--- src/sv/assert_macros.svh ---
// Assertion helpers used by fpap_parse.
`ifndef ASSERT_MACROS_SVH
`define ASSERT_MACROS_SVH

// Property that must hold at every clock edge out of reset.
`define FPAP_ASSERT(lbl, clk, rst_n, prop) \
    lbl: assert property (@(posedge clk) disable iff (!rst_n) (prop)) \
        else $error("fpap assertion failed");

// Antecedent in this cycle implies consequent in the next.
`define FPAP_ASSERT_NEXT(lbl, clk, rst_n, ante, cons) \
    lbl: assert property (@(posedge clk) disable iff (!rst_n) (ante) |=> (cons)) \
        else $error("fpap assertion failed");

`endif

--- src/sv/fpap_pkg.sv ---
`default_nettype none

package fpap_pkg;

    localparam logic [7:0] SEP_CHAR     = 8'h2C;
    localparam logic [2:0] LAST_COMMA   = 3'd5;
    localparam logic [2:0] ADDR_NUMBERS = 3'd4;

    typedef enum logic [1:0] {
        ST_OK       = 2'd0,
        ST_TOO_FEW  = 2'd1,
        ST_TOO_MANY = 2'd2
    } t_status;

    typedef struct packed {
        logic [7:0] char_code;
        logic       is_last;
    } t_in_item;

    typedef struct packed {
        logic [31:0] host_address;
        logic [15:0] port_number;
        t_status     parse_status;
    } t_result;

endpackage

`default_nettype wire

--- src/sv/fpap_in_if.sv ---
`default_nettype none

interface fpap_in_if;
    logic       valid;
    logic       ready;
    logic [7:0] char_code;
    logic       is_last;

    modport source (output valid, output char_code, output is_last, input ready);
    modport sink   (input valid, input char_code, input is_last, output ready);
endinterface

`default_nettype wire

--- src/sv/fpap_out_if.sv ---
`default_nettype none

interface fpap_out_if;
    logic        valid;
    logic        ready;
    logic [31:0] host_address;
    logic [15:0] port_number;
    logic [1:0]  parse_status;

    modport source (output valid, output host_address, output port_number,
                    output parse_status, input ready);
    modport sink   (input valid, input host_address, input port_number,
                    input parse_status, output ready);
endinterface

`default_nettype wire

--- src/sv/fpap_in_reg.sv ---
`default_nettype none

module fpap_in_reg
    import fpap_pkg::*;
(
    input  wire logic i_clk,
    input  wire logic i_rst_n,
    fpap_in_if.sink   i_in,
    input  wire logic i_take,
    output logic      o_valid,
    output t_in_item  o_item
);

    logic     r_valid;
    logic     n_valid;
    t_in_item r_item;
    logic     in_fire;

    assign i_in.ready = !r_valid || i_take;
    assign in_fire    = i_in.valid && i_in.ready;
    assign n_valid    = in_fire || (r_valid && !i_take);

    always_ff @(posedge i_clk) begin
        if (!i_rst_n) begin
            r_valid <= 1'b0;
        end else begin
            r_valid <= n_valid;
        end
    end

    always_ff @(posedge i_clk) begin
        if (in_fire) begin
            r_item.char_code <= i_in.char_code;
            r_item.is_last   <= i_in.is_last;
        end
    end

    assign o_valid = r_valid;
    assign o_item  = r_item;

endmodule

`default_nettype wire

--- src/sv/fpap_parse.sv ---
`default_nettype none

`include "assert_macros.svh"

module fpap_parse
    import fpap_pkg::*;
(
    input  wire logic     i_clk,
    input  wire logic     i_rst_n,
    input  wire logic     i_valid,
    input  wire t_in_item i_item,
    input  wire logic     i_space,
    output logic          o_take,
    output logic          o_res_valid,
    output t_result       o_res
);

    logic [2:0]  r_comma_count;
    logic [15:0] r_acc;
    logic [31:0] r_addr;
    logic [7:0]  r_port_hi;
    logic        r_too_many;

    logic [2:0]  n_comma_count;
    logic [15:0] n_acc;
    logic [31:0] n_addr;
    logic [7:0]  n_port_hi;
    logic        n_too_many;

    assign o_take      = i_valid && (!i_item.is_last || i_space);
    assign o_res_valid = o_take && i_item.is_last;

    always_comb begin
        n_comma_count = r_comma_count;
        n_acc         = r_acc;
        n_addr        = r_addr;
        n_port_hi     = r_port_hi;
        n_too_many    = r_too_many;
        if (!r_too_many) begin
            if (i_item.char_code == SEP_CHAR) begin
                if (r_comma_count >= LAST_COMMA) begin
                    n_too_many = 1'b1;
                end else begin
                    if (r_comma_count < ADDR_NUMBERS) begin
                        n_addr = {r_addr[23:0], r_acc[7:0]};
                    end else begin
                        n_port_hi = r_acc[7:0];
                    end
                    n_comma_count = r_comma_count + 3'd1;
                    n_acc         = '0;
                end
            end else begin
                // acc * 10 + low nibble, wrapping at 16 bits
                n_acc = (r_acc << 3) + (r_acc << 1) + {12'd0, i_item.char_code[3:0]};
            end
        end
    end

    always_comb begin
        o_res.host_address = '0;
        o_res.port_number  = '0;
        priority if (n_too_many) begin
            o_res.parse_status = ST_TOO_MANY;
        end else if (n_comma_count != LAST_COMMA) begin
            o_res.parse_status = ST_TOO_FEW;
        end else begin
            o_res.parse_status = ST_OK;
            o_res.host_address = n_addr;
            o_res.port_number  = {n_port_hi, 8'd0} + n_acc;
        end
    end

    always_ff @(posedge i_clk) begin
        if (!i_rst_n) begin
            r_comma_count <= '0;
            r_acc         <= '0;
            r_addr        <= '0;
            r_port_hi     <= '0;
            r_too_many    <= 1'b0;
        end else if (o_take) begin
            if (i_item.is_last) begin
                r_comma_count <= '0;
                r_acc         <= '0;
                r_addr        <= '0;
                r_port_hi     <= '0;
                r_too_many    <= 1'b0;
            end else begin
                r_comma_count <= n_comma_count;
                r_acc         <= n_acc;
                r_addr        <= n_addr;
                r_port_hi     <= n_port_hi;
                r_too_many    <= n_too_many;
            end
        end
    end

    `FPAP_ASSERT(a_comma_bound, i_clk, i_rst_n, r_comma_count <= LAST_COMMA)
    `FPAP_ASSERT_NEXT(a_clear_on_last, i_clk, i_rst_n, o_res_valid,
        r_comma_count == 3'd0 && r_acc == 16'd0 && !r_too_many)
    `FPAP_ASSERT_NEXT(a_too_many_sticky, i_clk, i_rst_n, r_too_many && !o_res_valid,
        r_too_many)

endmodule

`default_nettype wire

--- src/sv/fpap_out_reg.sv ---
`default_nettype none

module fpap_out_reg
    import fpap_pkg::*;
(
    input  wire logic    i_clk,
    input  wire logic    i_rst_n,
    input  wire logic    i_valid,
    input  wire t_result i_res,
    output logic         o_space,
    fpap_out_if.source   o_out
);

    logic    r_valid;
    logic    n_valid;
    t_result r_res;

    assign o_space = !r_valid || o_out.ready;
    assign n_valid = i_valid || (r_valid && !o_out.ready);

    always_ff @(posedge i_clk) begin
        if (!i_rst_n) begin
            r_valid <= 1'b0;
        end else begin
            r_valid <= n_valid;
        end
    end

    always_ff @(posedge i_clk) begin
        if (i_valid) begin
            r_res <= i_res;
        end
    end

    assign o_out.valid        = r_valid;
    assign o_out.host_address = r_res.host_address;
    assign o_out.port_number  = r_res.port_number;
    assign o_out.parse_status = r_res.parse_status;

endmodule

`default_nettype wire

--- src/sv/ftp_port_argument_parser_core.sv ---
// PORT command argument parser, "n,n,n,n,m,m", one character per transaction.
// Input channel i_in: char_code and is_last; is_last marks the final character.
// Output channel o_out: host_address, port_number and parse_status (0 ok,
// 1 fewer than six numbers, 2 more than six). Address and port read zero
// unless the status is ok. Exactly one output transaction per input
// transaction with is_last set; other characters produce none.
// Throughput: one character per cycle unless a last character waits for space;
// a single multiply-by-ten-and-add lies between input and result register.
// An accepted last character passes the input register, then its result the
// result register, which presents it on o_out.
// Reset (i_rst_n low, synchronous) empties both registers and clears the
// parse state. After each last character the parse state clears by itself.
// When the receiver stalls the result holds in the output register; further
// non-last characters keep being taken, and a following last character
// waits in the input register until the result register frees up.
`default_nettype none

module ftp_port_argument_parser_core
    import fpap_pkg::*;
(
    input  wire logic  i_clk,
    input  wire logic  i_rst_n,
    fpap_in_if.sink    i_in,
    fpap_out_if.source o_out
);

    logic     item_valid;
    t_in_item item;
    logic     take;
    logic     res_valid;
    t_result  res;
    logic     space;

    fpap_in_reg u_in_reg (
        .i_clk   (i_clk),
        .i_rst_n (i_rst_n),
        .i_in    (i_in),
        .i_take  (take),
        .o_valid (item_valid),
        .o_item  (item)
    );

    fpap_parse u_parse (
        .i_clk       (i_clk),
        .i_rst_n     (i_rst_n),
        .i_valid     (item_valid),
        .i_item      (item),
        .i_space     (space),
        .o_take      (take),
        .o_res_valid (res_valid),
        .o_res       (res)
    );

    fpap_out_reg u_out_reg (
        .i_clk   (i_clk),
        .i_rst_n (i_rst_n),
        .i_valid (res_valid),
        .i_res   (res),
        .o_space (space),
        .o_out   (o_out)
    );

endmodule

`default_nettype wire

--- src/flat_wrapper.sv ---
// flat-port wrapper written by rule: the top's interface ports become plain ports
module ftp_port_argument_parser_core_flat import fpap_pkg::*;
  (i_clk, i_rst_n, i_in_valid, i_in_char_code, i_in_is_last, i_in_ready, o_out_valid, o_out_host_address, o_out_port_number, o_out_parse_status, o_out_ready);
  fpap_in_if i_in_i ();
  fpap_out_if o_out_i ();
  input  wire logic i_clk;
  input  wire logic i_rst_n;
  input wire logic [$bits(i_in_i.valid)-1:0] i_in_valid;
  input wire logic [$bits(i_in_i.char_code)-1:0] i_in_char_code;
  input wire logic [$bits(i_in_i.is_last)-1:0] i_in_is_last;
  output wire logic [$bits(i_in_i.ready)-1:0] i_in_ready;
  output wire logic [$bits(o_out_i.valid)-1:0] o_out_valid;
  output wire logic [$bits(o_out_i.host_address)-1:0] o_out_host_address;
  output wire logic [$bits(o_out_i.port_number)-1:0] o_out_port_number;
  output wire logic [$bits(o_out_i.parse_status)-1:0] o_out_parse_status;
  input wire logic [$bits(o_out_i.ready)-1:0] o_out_ready;
  assign i_in_i.valid = i_in_valid;
  assign i_in_i.char_code = i_in_char_code;
  assign i_in_i.is_last = i_in_is_last;
  assign i_in_ready = i_in_i.ready;
  assign o_out_valid = o_out_i.valid;
  assign o_out_host_address = o_out_i.host_address;
  assign o_out_port_number = o_out_i.port_number;
  assign o_out_parse_status = o_out_i.parse_status;
  assign o_out_i.ready = o_out_ready;
  ftp_port_argument_parser_core u_core (.i_clk(i_clk), .i_rst_n(i_rst_n), .i_in(i_in_i), .o_out(o_out_i));
endmodule
--- config.mk ---
export PLATFORM = sky130hd
export DESIGN_NAME = ftp_port_argument_parser_core_flat
export DESIGN_NICKNAME = d
export VERILOG_FILES = /design/src/sv/fpap_pkg.sv /design/src/sv/fpap_in_if.sv /design/src/sv/fpap_out_if.sv /design/src/sv/fpap_in_reg.sv /design/src/sv/fpap_parse.sv /design/src/sv/fpap_out_reg.sv /design/src/sv/ftp_port_argument_parser_core.sv /design/src/flat_wrapper.sv
export VERILOG_INCLUDE_DIRS = /design/src /design/src/sv
export SDC_FILE = /design/constraint.sdc
export NUM_CORES = 1
export LEC_CHECK = 0
export BUFFER_PORTS_ARGS = -buffer_cell sky130_fd_sc_hd__buf_2
export CORE_MARGIN = 2
export CORE_UTILIZATION = 35
export DETAILED_ROUTE_END_ITERATION = 16
export PLACE_DENSITY_LB_ADDON = 0.2
export SLEW_MARGIN = 25
export SYNTH_ARGS = -nofsm -noshare
export SYNTH_HDL_FRONTEND = slang
export SYNTH_SLANG_ARGS = --single-unit
--- constraint.sdc ---
create_clock -name i_clk -period 10.5 [get_ports i_clk]
set_input_delay 0 -clock i_clk [delete_from_list [all_inputs] [get_ports i_clk]]
set_output_delay 0 -clock i_clk [all_outputs]
set_load 0.01 [all_outputs]
* Word-level counts from Yosys, hierarchy flattened
Cells that the tools add are included.
** Storage, ports and cells
- Input port bits :: 13
- Register bits after elaboration :: 121
** Operators by class
- Order comparisons :: 2
- $add $sub $neg :: 4
- Reduce and logical (&&, ||, !) cells :: 16
- Equal/unequal tests :: 2
- Muxes and demuxes :: 23
** Operators with widths (count)
- two-way mux 32 bit :: 5
- two-way mux 16 bit :: 4
- two-way mux 8 bit :: 5
- adder 16 bit :: 2
- adder 16 x 4 -> 16 bit :: 1
- two-way mux 3 bit :: 4
- == test 8 x 6 -> 1 bit (second input constant) :: 1
- logical AND 1 bit :: 5
- zero test 1 bit :: 5
- logical OR 1 bit :: 5
- two-way mux 1 bit :: 5
- adder 3 x 1 -> 3 bit (second input constant) :: 1
- >= comparator 3 bit (second input constant) :: 1
- less-than comparator 3 bit (second input constant) :: 1
- inequality test 3 bit (second input constant) :: 1
- OR reduction 2 bit :: 1

* Longest topological paths before layout
Gate-level depths: netlist of the first run.
- Depth after elaboration :: 7
- Gate-level depth with buffers :: 19
- Gate-level depth less buffers :: 19

* By module
Synthesis of the first run repeated with hierarchy kept, for this count alone.
** Unflattened totals
- Cell total of the unflattened synthesis :: 594
- Area, all modules :: 6024.5 µm²
** Modules (own cells, without submodules)
- fpap_parse :: area an instance 4146.5 µm², times used 1, cells each 526, sequential area each 1181.1 µm²
- fpap_out_reg :: area an instance 1550.2 µm², times used 1, cells each 54, sequential area each 1521.5 µm²
- fpap_in_reg :: area an instance 327.8 µm², times used 1, cells each 14, sequential area each 290.3 µm²

* Least setup slack after synthesis of the first run
OpenSTA, ideal clock, no wires.
- Kind :: reg-to-reg
- From :: reg u_core.u_parse.r_acc[0]
- To :: reg u_core.u_out_reg.r_res (netlist bit u_core.u_out_reg.o_out.port_number[14]) (data pin)
- Required time :: 10.246 ns
- Period minus slack after synthesis :: 3.844 ns
- Cell stages (with the launch flop) :: 18
- Data arrival time :: 3.589 ns
- Slack :: 6.656 ns
- Cells stage by stage :: dfxtp_1 inv_1 fa_1 inv_1 ha_1 a211oi_1 o21ai_0 a21o_1 a21oi_1 xnor2_1 a22o_1 fa_1 a21oi_1 o21bai_1 a21o_1 a21oi_1 xor2_1 nor2_1
** On the way
- Longest elaborated chain between the ends :: 5
- Elaborated cells on any way between the ends :: 10
** RTL lines
- start, declared :: line fpap_parse.sv:19 : logic [15:0] r_acc;
- start signal, assigned :: line fpap_parse.sv:89 : r_acc <= n_acc;
- adder 16 bit or two-way mux 8 bit (tied branches) :: line fpap_parse.sv:54, fpap_parse.sv:44
- adder 16 x 4 -> 16 bit or two-way mux 8 bit (tied branches) :: line fpap_parse.sv:54, fpap_parse.sv:41
- two-way mux 16 bit or two-way mux 8 bit (tied branches) :: line fpap_parse.sv:40 : if (i_item.char_code == SEP_CHAR) begin
- two-way mux 16 bit or two-way mux 8 bit (tied branches) :: line fpap_parse.sv:39 : if (!r_too_many) begin
- adder 16 bit (*) :: line fpap_parse.sv:69 : o_res.port_number = {n_port_hi, 8'd0} + n_acc;
- end signal, assigned :: line fpap_out_reg.sv:31 : r_res <= i_res;
- end, declared :: line fpap_out_reg.sv:16 : t_result r_res;
Every way passes the cells marked *; elsewhere a longest branch is shown, timed or not.
A chain may end at the register's enable or synchronous reset.

* Worst setup path in the final report of the first run
- From :: reg u_core.u_parse.r_acc[0]
- To :: reg u_core.u_out_reg.r_res (netlist bit u_core.u_out_reg.o_out.port_number[15]) (data pin)
Same word-level chain as after synthesis.

==> flow_metrics.tcl, run 1 <==
set metrics [dict create \
    synth_compound_gate_area_share 0.177 \
    place_congestion 0.858 \
    min_period_ps 4300 \
    avgViaCountPerCell 5.14 \
    path_max_fanout 6 \
    async_reset_ff_frac 0 \
    dp_cells 844 \
    cts_max_level 4 \
    pwr-share-clk 0.519 \
    final-instance-count-excl-fill 888 \
    drv_cap 0 \
    p_total_mw 1.12 \
    cts_buffers 17 \
    netlist_area_um2 6100 \
    reg2reg_slack_ps 6200 \
    seq_area_um2 3010 \
    layout.nets 701 \
    r2r-start "u_core.u_parse.r_acc[0]" \
    synthAdderAreaFrac 0.0817 \
    dp_slack_ps 6230 \
    drt-pass1-iter-count 5 \
    static-leakage-power_nw 2.80 \
    synth_edf_count 59 \
    synthMuxAreaShare 0.0164 \
    hold_violations 0 \
    cts_root_buf "clkbuf_16" \
    critPathKind "flop to flop" \
    multi_input_area_um2 2910 \
    internal-power_uw 873 \
    antennaDiodeCount 0 \
    synth_top_family_by_area "compound AO/OA/AOI/OAI gates" \
    required_ps 10650 \
    drtAntennaViolNets 0 \
    cts_buffer_depth 2 \
    finalSetupViolCount 0 \
    relSlewSlack 0.386 \
    synth_cell_type_count 54 \
    grt_start_max_net_pins 62 \
    vias 4560 \
    seqPwrFrac 0.447 \
    rsz0062_at_grt "no" \
    p_per_area_nw_per_um2 153 \
    worstPathArrival_ps 4450 \
    die_h_um 136 \
    synth-simple-area-share 0.169 \
    r2r-end "u_core.u_out_reg.o_out.port_number[15]" \
    fillers 1703 \
    status "finished, final reports clean" \
    initial_core_util 0.355 \
    cp-end-kind "flop" \
    fin_crit_sh 0.410 \
    peakVddDrop_mv 0.115 \
    pwr-share-comb 0.034 \
    worstSetupStartpoint "u_core.u_parse.r_acc[0]" \
    clk_latency_ps 420 \
    layout_setup_ws_ps 6200 \
    p_sw_uw 251 \
    die-area_um2 18500 \
    dpl.hpwl_um 9450 \
    drc 0 \
    rows 48 \
    syn_nets 627 \
    synth_xor_xnor_area_share 0.0287 \
    synth_seq_cells 121 \
    cts_tree "done" \
    hold-worst-slack_ps 87.4 \
    ioPinCount 65 \
    yosys_warnings 0 \
    switching_share 0.223 \
    clk_pin_slew_worst_paths_ps 60 \
    grt_pass1_vias 4397 \
    yosys_most_used_dff "dfxtp_1" \
    grt_pass1_wl_um 23100 \
    cts_sinks 121 \
    track_usage 0.163 \
    area.growth.synth_to_final_pct 20.5 \
    io_buffers 64 \
    die_x_um 136 \
    fmax_mhz 233 \
    maxSlewViolCount 0 \
    crit_end "u_core.u_out_reg.o_out.port_number[15]" \
    min_path_type "input port to flop" \
    reg2reg_depth 17 \
    coreArea_um2 17200 \
    antenna_found_initial 0 \
    wire_per_inst_um 16.0 \
    drt_iter0_drc 354 \
    synth_cells 576 \
    finalSetupTns_ps 0 \
    drt-total-wl_um 14200 \
    tightest_slew_ps 920 \
    start_kind "flop" \
    overflow 0 \
    skew_ps 6.99 \
    syn_area_per_cell_um2 10.6 \
    layout-drive-gt1-share 0.240 \
    yosysSeqAreaShare 0.494 \
]
-- how the worst min path moves through the flow --
stage / start / to / slack (ps) / depth (start not counted)
2_1_floorplan: i_in_is_last / u_core.u_in_reg.o_item[0] / 100 / 0
3_3_place_gp: i_in_char_code[4] / u_core.u_in_reg.o_item[5] / 180 / 1
3_5_place_dp: i_in_char_code[6] / u_core.u_in_reg.o_item[7] / 180 / 1
4_1_cts: i_in_char_code[5] / u_core.u_in_reg.o_item[6] / 270 / 2
5_1_grt: i_rst_n / u_core.u_parse.r_acc[11] / 130 / 3
6_report: i_rst_n / u_core.u_parse.r_acc[11] / 90 / 3
-- timing repair --
item,4_1_cts,5_1_grt
resized for setup,0,0
setup buffers,0,0
hold buffers,12,0
endpoints found under the hold margin,11,0
-- flip-flops by register name, summed over array words and instances, names as in the netlist --
signal and flops:
u_core.u_out_reg.o_out.host_address 32, u_core.u_parse.r_too_many 1, u_core.u_parse.r_addr 32, u_core.u_in_reg.o_valid 1
u_core.u_parse.r_comma_count 3, u_core.u_parse.r_acc 16, u_core.u_out_reg.o_out.port_number 16, u_core.u_in_reg.o_item 9
u_core.u_out_reg.o_out.valid 1, u_core.u_parse.r_port_hi 8, u_core.u_out_reg.o_out.parse_status 2
-- cell usage in the layout, fill, tap and decap left out, drive strengths merged, types with 2 or more instances in the layout --
cell / synthesis / layout
clkbuf: 18 / 18
mux2: 8 / 8
a32oi: 3 / 3
o211ai: 2 / 2
and3: 3 / 3
clkinvlp: 0 / 2
dlygate4sd3: 0 / 12
a22o: 9 / 9
a31oi: 4 / 4
bufinv: 0 / 2
clkinv: 0 / 5
or2: 4 / 4
xnor2: 12 / 12
inv: 15 / 20
a22oi: 44 / 44
nand4: 5 / 5
and2: 8 / 8
nor2b: 52 / 52
a21o: 10 / 10
o21ai: 15 / 15
edfxtp: 59 / 59
xor2: 8 / 8
nand2: 81 / 81
a21oi: 48 / 48
nand3: 7 / 7
buf: 10 / 71
nor3: 12 / 12
fa: 3 / 3
o21a: 4 / 4
nor2: 20 / 20
ha: 35 / 35
dfxtp: 62 / 62
-- critical path, cell delays in order, from the launching register on --
cell and delay (ps):
dfxtp_1 440, inv_1 100, fa_1 600, inv_1 60, ha_1 320, a211oi_1 330
o211ai_1 170, a31o_2 300, a31oi_1 200, xnor2_1 110, a22o_1 190, ha_1 310
or2_2 290, a21oi_1 160, a31oi_1 70, xor2_1 180, xnor2_1 150, nor2_1 50
-- cell families after synthesis --
family / after synthesis
DFF: 121
and+or+nand+nor: 198
xor gates and xnor gates: 20
AOI/OAI and AO/OA: 147
adders and majority gates: 38
buffers and inverters: 43
muxes: 9
-- per-layer routing --
layer / share of wire / global-route usage / vias to the layer above
met5: 0 / 0 / -
met4: 0.014 / 0.0613 / 0
met3: 0.043 / 0.0377 / 16
met2: 0.47 / 0.262 / 114
met1: 0.47 / 0.214 / 2193
li1: - / - / 2237
-- through the flow --
stage	instance area, um2	util
after global routing	7350	0.428
after CTS	7340	0.427
final	7350	0.428
after detailed placement	6620	0.386
after global placement	6620	0.386
after floorplan	6100	-
-- power by group through the flow --
stage | sequential, mW | combinational [mW] | clock, mW
after global placement | 0.512 | 0.0346 | 0
after CTS | 0.502 | 0.0381 | 0.597
final | 0.503 | 0.0379 | 0.584
after global routing | 0.503 | 0.0421 | 0.619
after floorplan | 0.513 | 0.0208 | 0
after detailed placement | 0.513 | 0.0347 | 0
-- synth_stat cells (all sizes together) (5+ instances only) --
library cell / count / area share
nor2: 20 / 0.013
xor2: 8 / 0.011
edfxtp: 59 / 0.29
nor2b: 52 / 0.053
nand4: 5 / 0.0051
a22o: 9 / 0.013
nand2: 81 / 0.051
o21ai: 15 / 0.012
a21oi: 48 / 0.058
nor3: 12 / 0.013
xnor2: 12 / 0.017
clkbuf: 18 / 0.011
and2: 8 / 0.0082
a21o: 10 / 0.012
nand3: 7 / 0.0066
mux2: 8 / 0.015
ha: 35 / 0.072
dfxtp: 62 / 0.20
buf: 10 / 0.013
a22oi: 44 / 0.054
inv: 15 / 0.0092
-- area by class of cell --
class | count | share of cell area
clock buffer | 18 | 0.0597
clock inverter | 14 | 0.0216
inverter | 15 | 0.00766
multi-input combinational | 412 | 0.395
sequential | 121 | 0.410
tap | 225 | 0.0383
timing repair buffer | 83 | 0.0674
Note: power is estimated with default switching activity, not from simulation.
==> inputs of run 2 (changes only) <==
--- a/config.mk
+++ b/config.mk
@@ -6,6 +6,7 @@
 export SDC_FILE = /design/constraint.sdc
 export NUM_CORES = 1
 export LEC_CHECK = 0
+export ABC_AREA = 1
 export BUFFER_PORTS_ARGS = -buffer_cell sky130_fd_sc_hd__buf_2
 export CORE_MARGIN = 2
 export CORE_UTILIZATION = 35
==> constraint.sdc (replaced) <==
create_clock -name i_clk -period 3.8 [get_ports i_clk]
set_input_delay 0 -clock i_clk [delete_from_list [all_inputs] [get_ports i_clk]]
set_output_delay 0 -clock i_clk [all_outputs]
set_load 0.01 [all_outputs]
==> run 2 against run 1 <==
Compared with the run above: worst setup slack lost 5900 ps; total power rose to 2.9 times the previous value; critical path depth grew 2; clock power rose to 2.9 times the previous value; cell count rose by 28%; die area grew 6.5%; combinational power increased to 3.6 times the previous value; area after synthesis up 6.7%; clock-buffer cell count shrank 1; synthesized cell count increased by 42%; utilization up 0.37 points; largest cell class unchanged; largest power group unchanged.
==> flow_metrics.tcl, run 2 <==
set metrics [dict create \
    syn_nets 867 \
    initial_core_util 0.360 \
    synthMostInstantiatedCell "nand2_1" \
    path_buf_inv 3 \
    netlist_area_um2 6510 \
    clk_pin_slew_worst_paths_ps 60 \
    syn_area_per_cell_um2 7.97 \
    synth_edf_count 59 \
    place_congestion 0.874 \
    die-area_um2 19700 \
    drc 0 \
    required_ps 3980 \
    seq_area_um2 3010 \
    synth_seq_cells 121 \
    final-instance-count-excl-fill 1137 \
    grt_pass1_wl_um 24800 \
    dp_slack_ps 183 \
    critPathKind "flop to flop" \
    layout.nets 946 \
    crit_top_cell "nand2_1" \
    static-leakage-power_nw 3.45 \
    grt_start_max_net_pins 65 \
    multi_input_area_um2 2820 \
    crit_path_max_incr_delay_ps 520 \
    die_x_um 140 \
    status "finished, final reports clean" \
    p_per_area_nw_per_um2 413 \
    tightest_slew_ps 631 \
    synth_cells 816 \
    fmax_mhz 285 \
    fin_area_um2 7810 \
    io_buffers 64 \
    drt_iter0_drc 392 \
    worstPathArrival_ps 3680 \
    ys_top_cells_by_count "nand2_1 (199), inv_1 (139), nor2_1 (86)" \
    cp_top_family "adder cells" \
    cts_buffers 17 \
    skew_ps 9.42 \
    clk_latency_ps 430 \
    drv_cap 0 \
    drtAntennaViolNets 0 \
    yosys_most_used_dff "dfxtp_1" \
    min_period_ps 3510 \
    fillers 1817 \
    vias 5271 \
    layout_common_cells "nand2_1 (198), inv_1 (138), nor2_1 (86), buf_2 (64), dfxtp_1 (62)" \
    cp-end-kind "flop" \
    drt-total-wl_um 15100 \
    cts_sinks 121 \
    min_path_type "input port to flop" \
    layout_setup_ws_ps 293 \
    antenna_found_initial 0 \
    drt-pass1-iter-count 5 \
    final_util 0.432 \
    finalSetupViolCount 0 \
    synth_top_area_share 0.272 \
    yosys_warnings 0 \
    cts_max_level 4 \
    coreArea_um2 18100 \
    finalSetupTns_ps 0 \
    cts_buffer_depth 2 \
    path_cells "inv_1 > fa_1 > fa_1 > inv_1 > nand3_1 > nand3_2 > nand2_1 > nand4_1 > nand2_1 > o21ai_2 > ha_4 > a21oi_1 > nand2_1 > nand2_1 > inv_1 > or2_2 > a21oi_2 > xor2_1 > nor2_1" \
    track_usage 0.160 \
    placed_area_um2 7030 \
    die_h_um 140 \
    dp_cells 1092 \
    cts_tree "done" \
    area.growth.synth_to_final_pct 20.0 \
    synthTopCellsByArea "edfxtp_1 (27%), dfxtp_1 (19%), nand2_1 (11%)" \
    synth_cell_type_count 34 \
    avgViaCountPerCell 4.64 \
    ioPinCount 65 \
    antennaDiodeCount 0 \
    dpl.hpwl_um 10500 \
    wire_per_inst_um 13.3 \
    async_reset_ff_frac 0 \
    relSlewSlack 0.579 \
    overflow 0 \
    cts_root_buf "clkbuf_16" \
    rows 49 \
    layout-drive-gt1-share 0.163 \
    peakVddDrop_mv 0.331 \
    final_common_cell "nand2_1" \
    grt_pass1_vias 4873 \
    cp_slowest_cell "fa_1" \
    synth_top_area_cell "edfxtp_1" \
    yosysSeqAreaShare 0.463 \
    start_kind "flop" \
    maxSlewViolCount 0 \
    path_max_fanout 4 \
    fin_crit_sh 0.923 \
    hold_violations 0 \
]
run 2: cell count changes in the layout (fill, tap and decap cells not counted), sizes merged, moves of 7 or more:
cell / previous run / this run
inv: 20 / 146
nor3: 12 / 2
nor2b: 52 / 0
nand3: 7 / 31
mux2: 8 / 0
nand2: 81 / 201
a22o: 9 / 0
a22oi: 44 / 0
and2: 8 / 1
o22ai: 0 / 34
a21o: 10 / 0
nor2: 20 / 100
o21ai: 15 / 50
run 2: path summary, 6_finish.rpt:
path                                                  start  depth (start not counted)                                     end  slack, ps
worst max register to register    u_core.u_in_reg.o_item[4]                         19  u_core.u_out_reg.o_out.port_number[13]        290
worst max-delay path              u_core.u_in_reg.o_item[4]                         19  u_core.u_out_reg.o_out.port_number[13]        290
worst min-delay path                            o_out_ready                          7                 u_core.u_parse.r_acc[1]        250
worst min register to register  u_core.u_parse.r_port_hi[4]                          2             u_core.u_parse.r_port_hi[4]        470
run 2: timing repair:
action | 4_1_cts | 5_1_grt
hold endpoints to repair | 11 | 0
resized for setup | 0 | 6
buffers inserted | 0 | 0
hold buffers | 13 | 0
endpoints found under the setup margin | 0 | 2
run 2: logic make-up (layout without fill, tap and decap cells):
family	count (synthesis)	after routing	synth area share
DFF	121	121	0.463
buffers and inverters	171	263	0.109
and+or+nand+nor	348	348	0.226
adders and majority gates	38	38	0.0765
xor gates and xnor gates	8	8	0.0108
AOI/OAI and AO/OA	130	130	0.114
run 2: worst min-delay path: stages:
cell and delay, ps:
buf_2 80, nor2_1 60, nand2_1 70, nand2_2 50, buf_4 220, nand2_1 90
a21oi_1 60
run 2: final cells by class:
type	count	share of cell area
Clock inverter	15	0.0242
Timing Repair Buffer	90	0.0702
Tap cell	229	0.0367
Multi-Input combinational cell	524	0.361
Inverter	141	0.0678
Clock buffer	17	0.0545
Sequential cell	121	0.386
run 2: through the flow:
| stage | hold slack [ps] | power (mW) |
|---|---|---|
| 5_1_grt | 275 | 3.33 |
| 3_3_place_gp | 179 | 1.55 |
| 2_1_floorplan | 98.9 | 1.50 |
| 4_1_cts | 242 | 3.24 |
| 3_5_place_dp | 178 | 1.55 |
| 6_report | 250 | 3.22 |
run 2: routing by layer:
layer	vias up	GRT usage	wire length [um]
met1	2354	0.226	7610
met4	0	0.0617	269
met5	-	0	0
met2	103	0.242	6650
met3	19	0.0335	559
li1	2795	-	-
run 2: where the power goes:
part | switching [mW] | leakage [nW] | internal (mW) | total (mW)
Clock | 0.648 | 0.301 | 1.05 | 1.69
Sequential | 0.00909 | 1.05 | 1.39 | 1.39
Combinational | 0.0889 | 2.10 | 0.0458 | 0.135
Total | 0.746 | 3.45 | 2.48 | 3.22
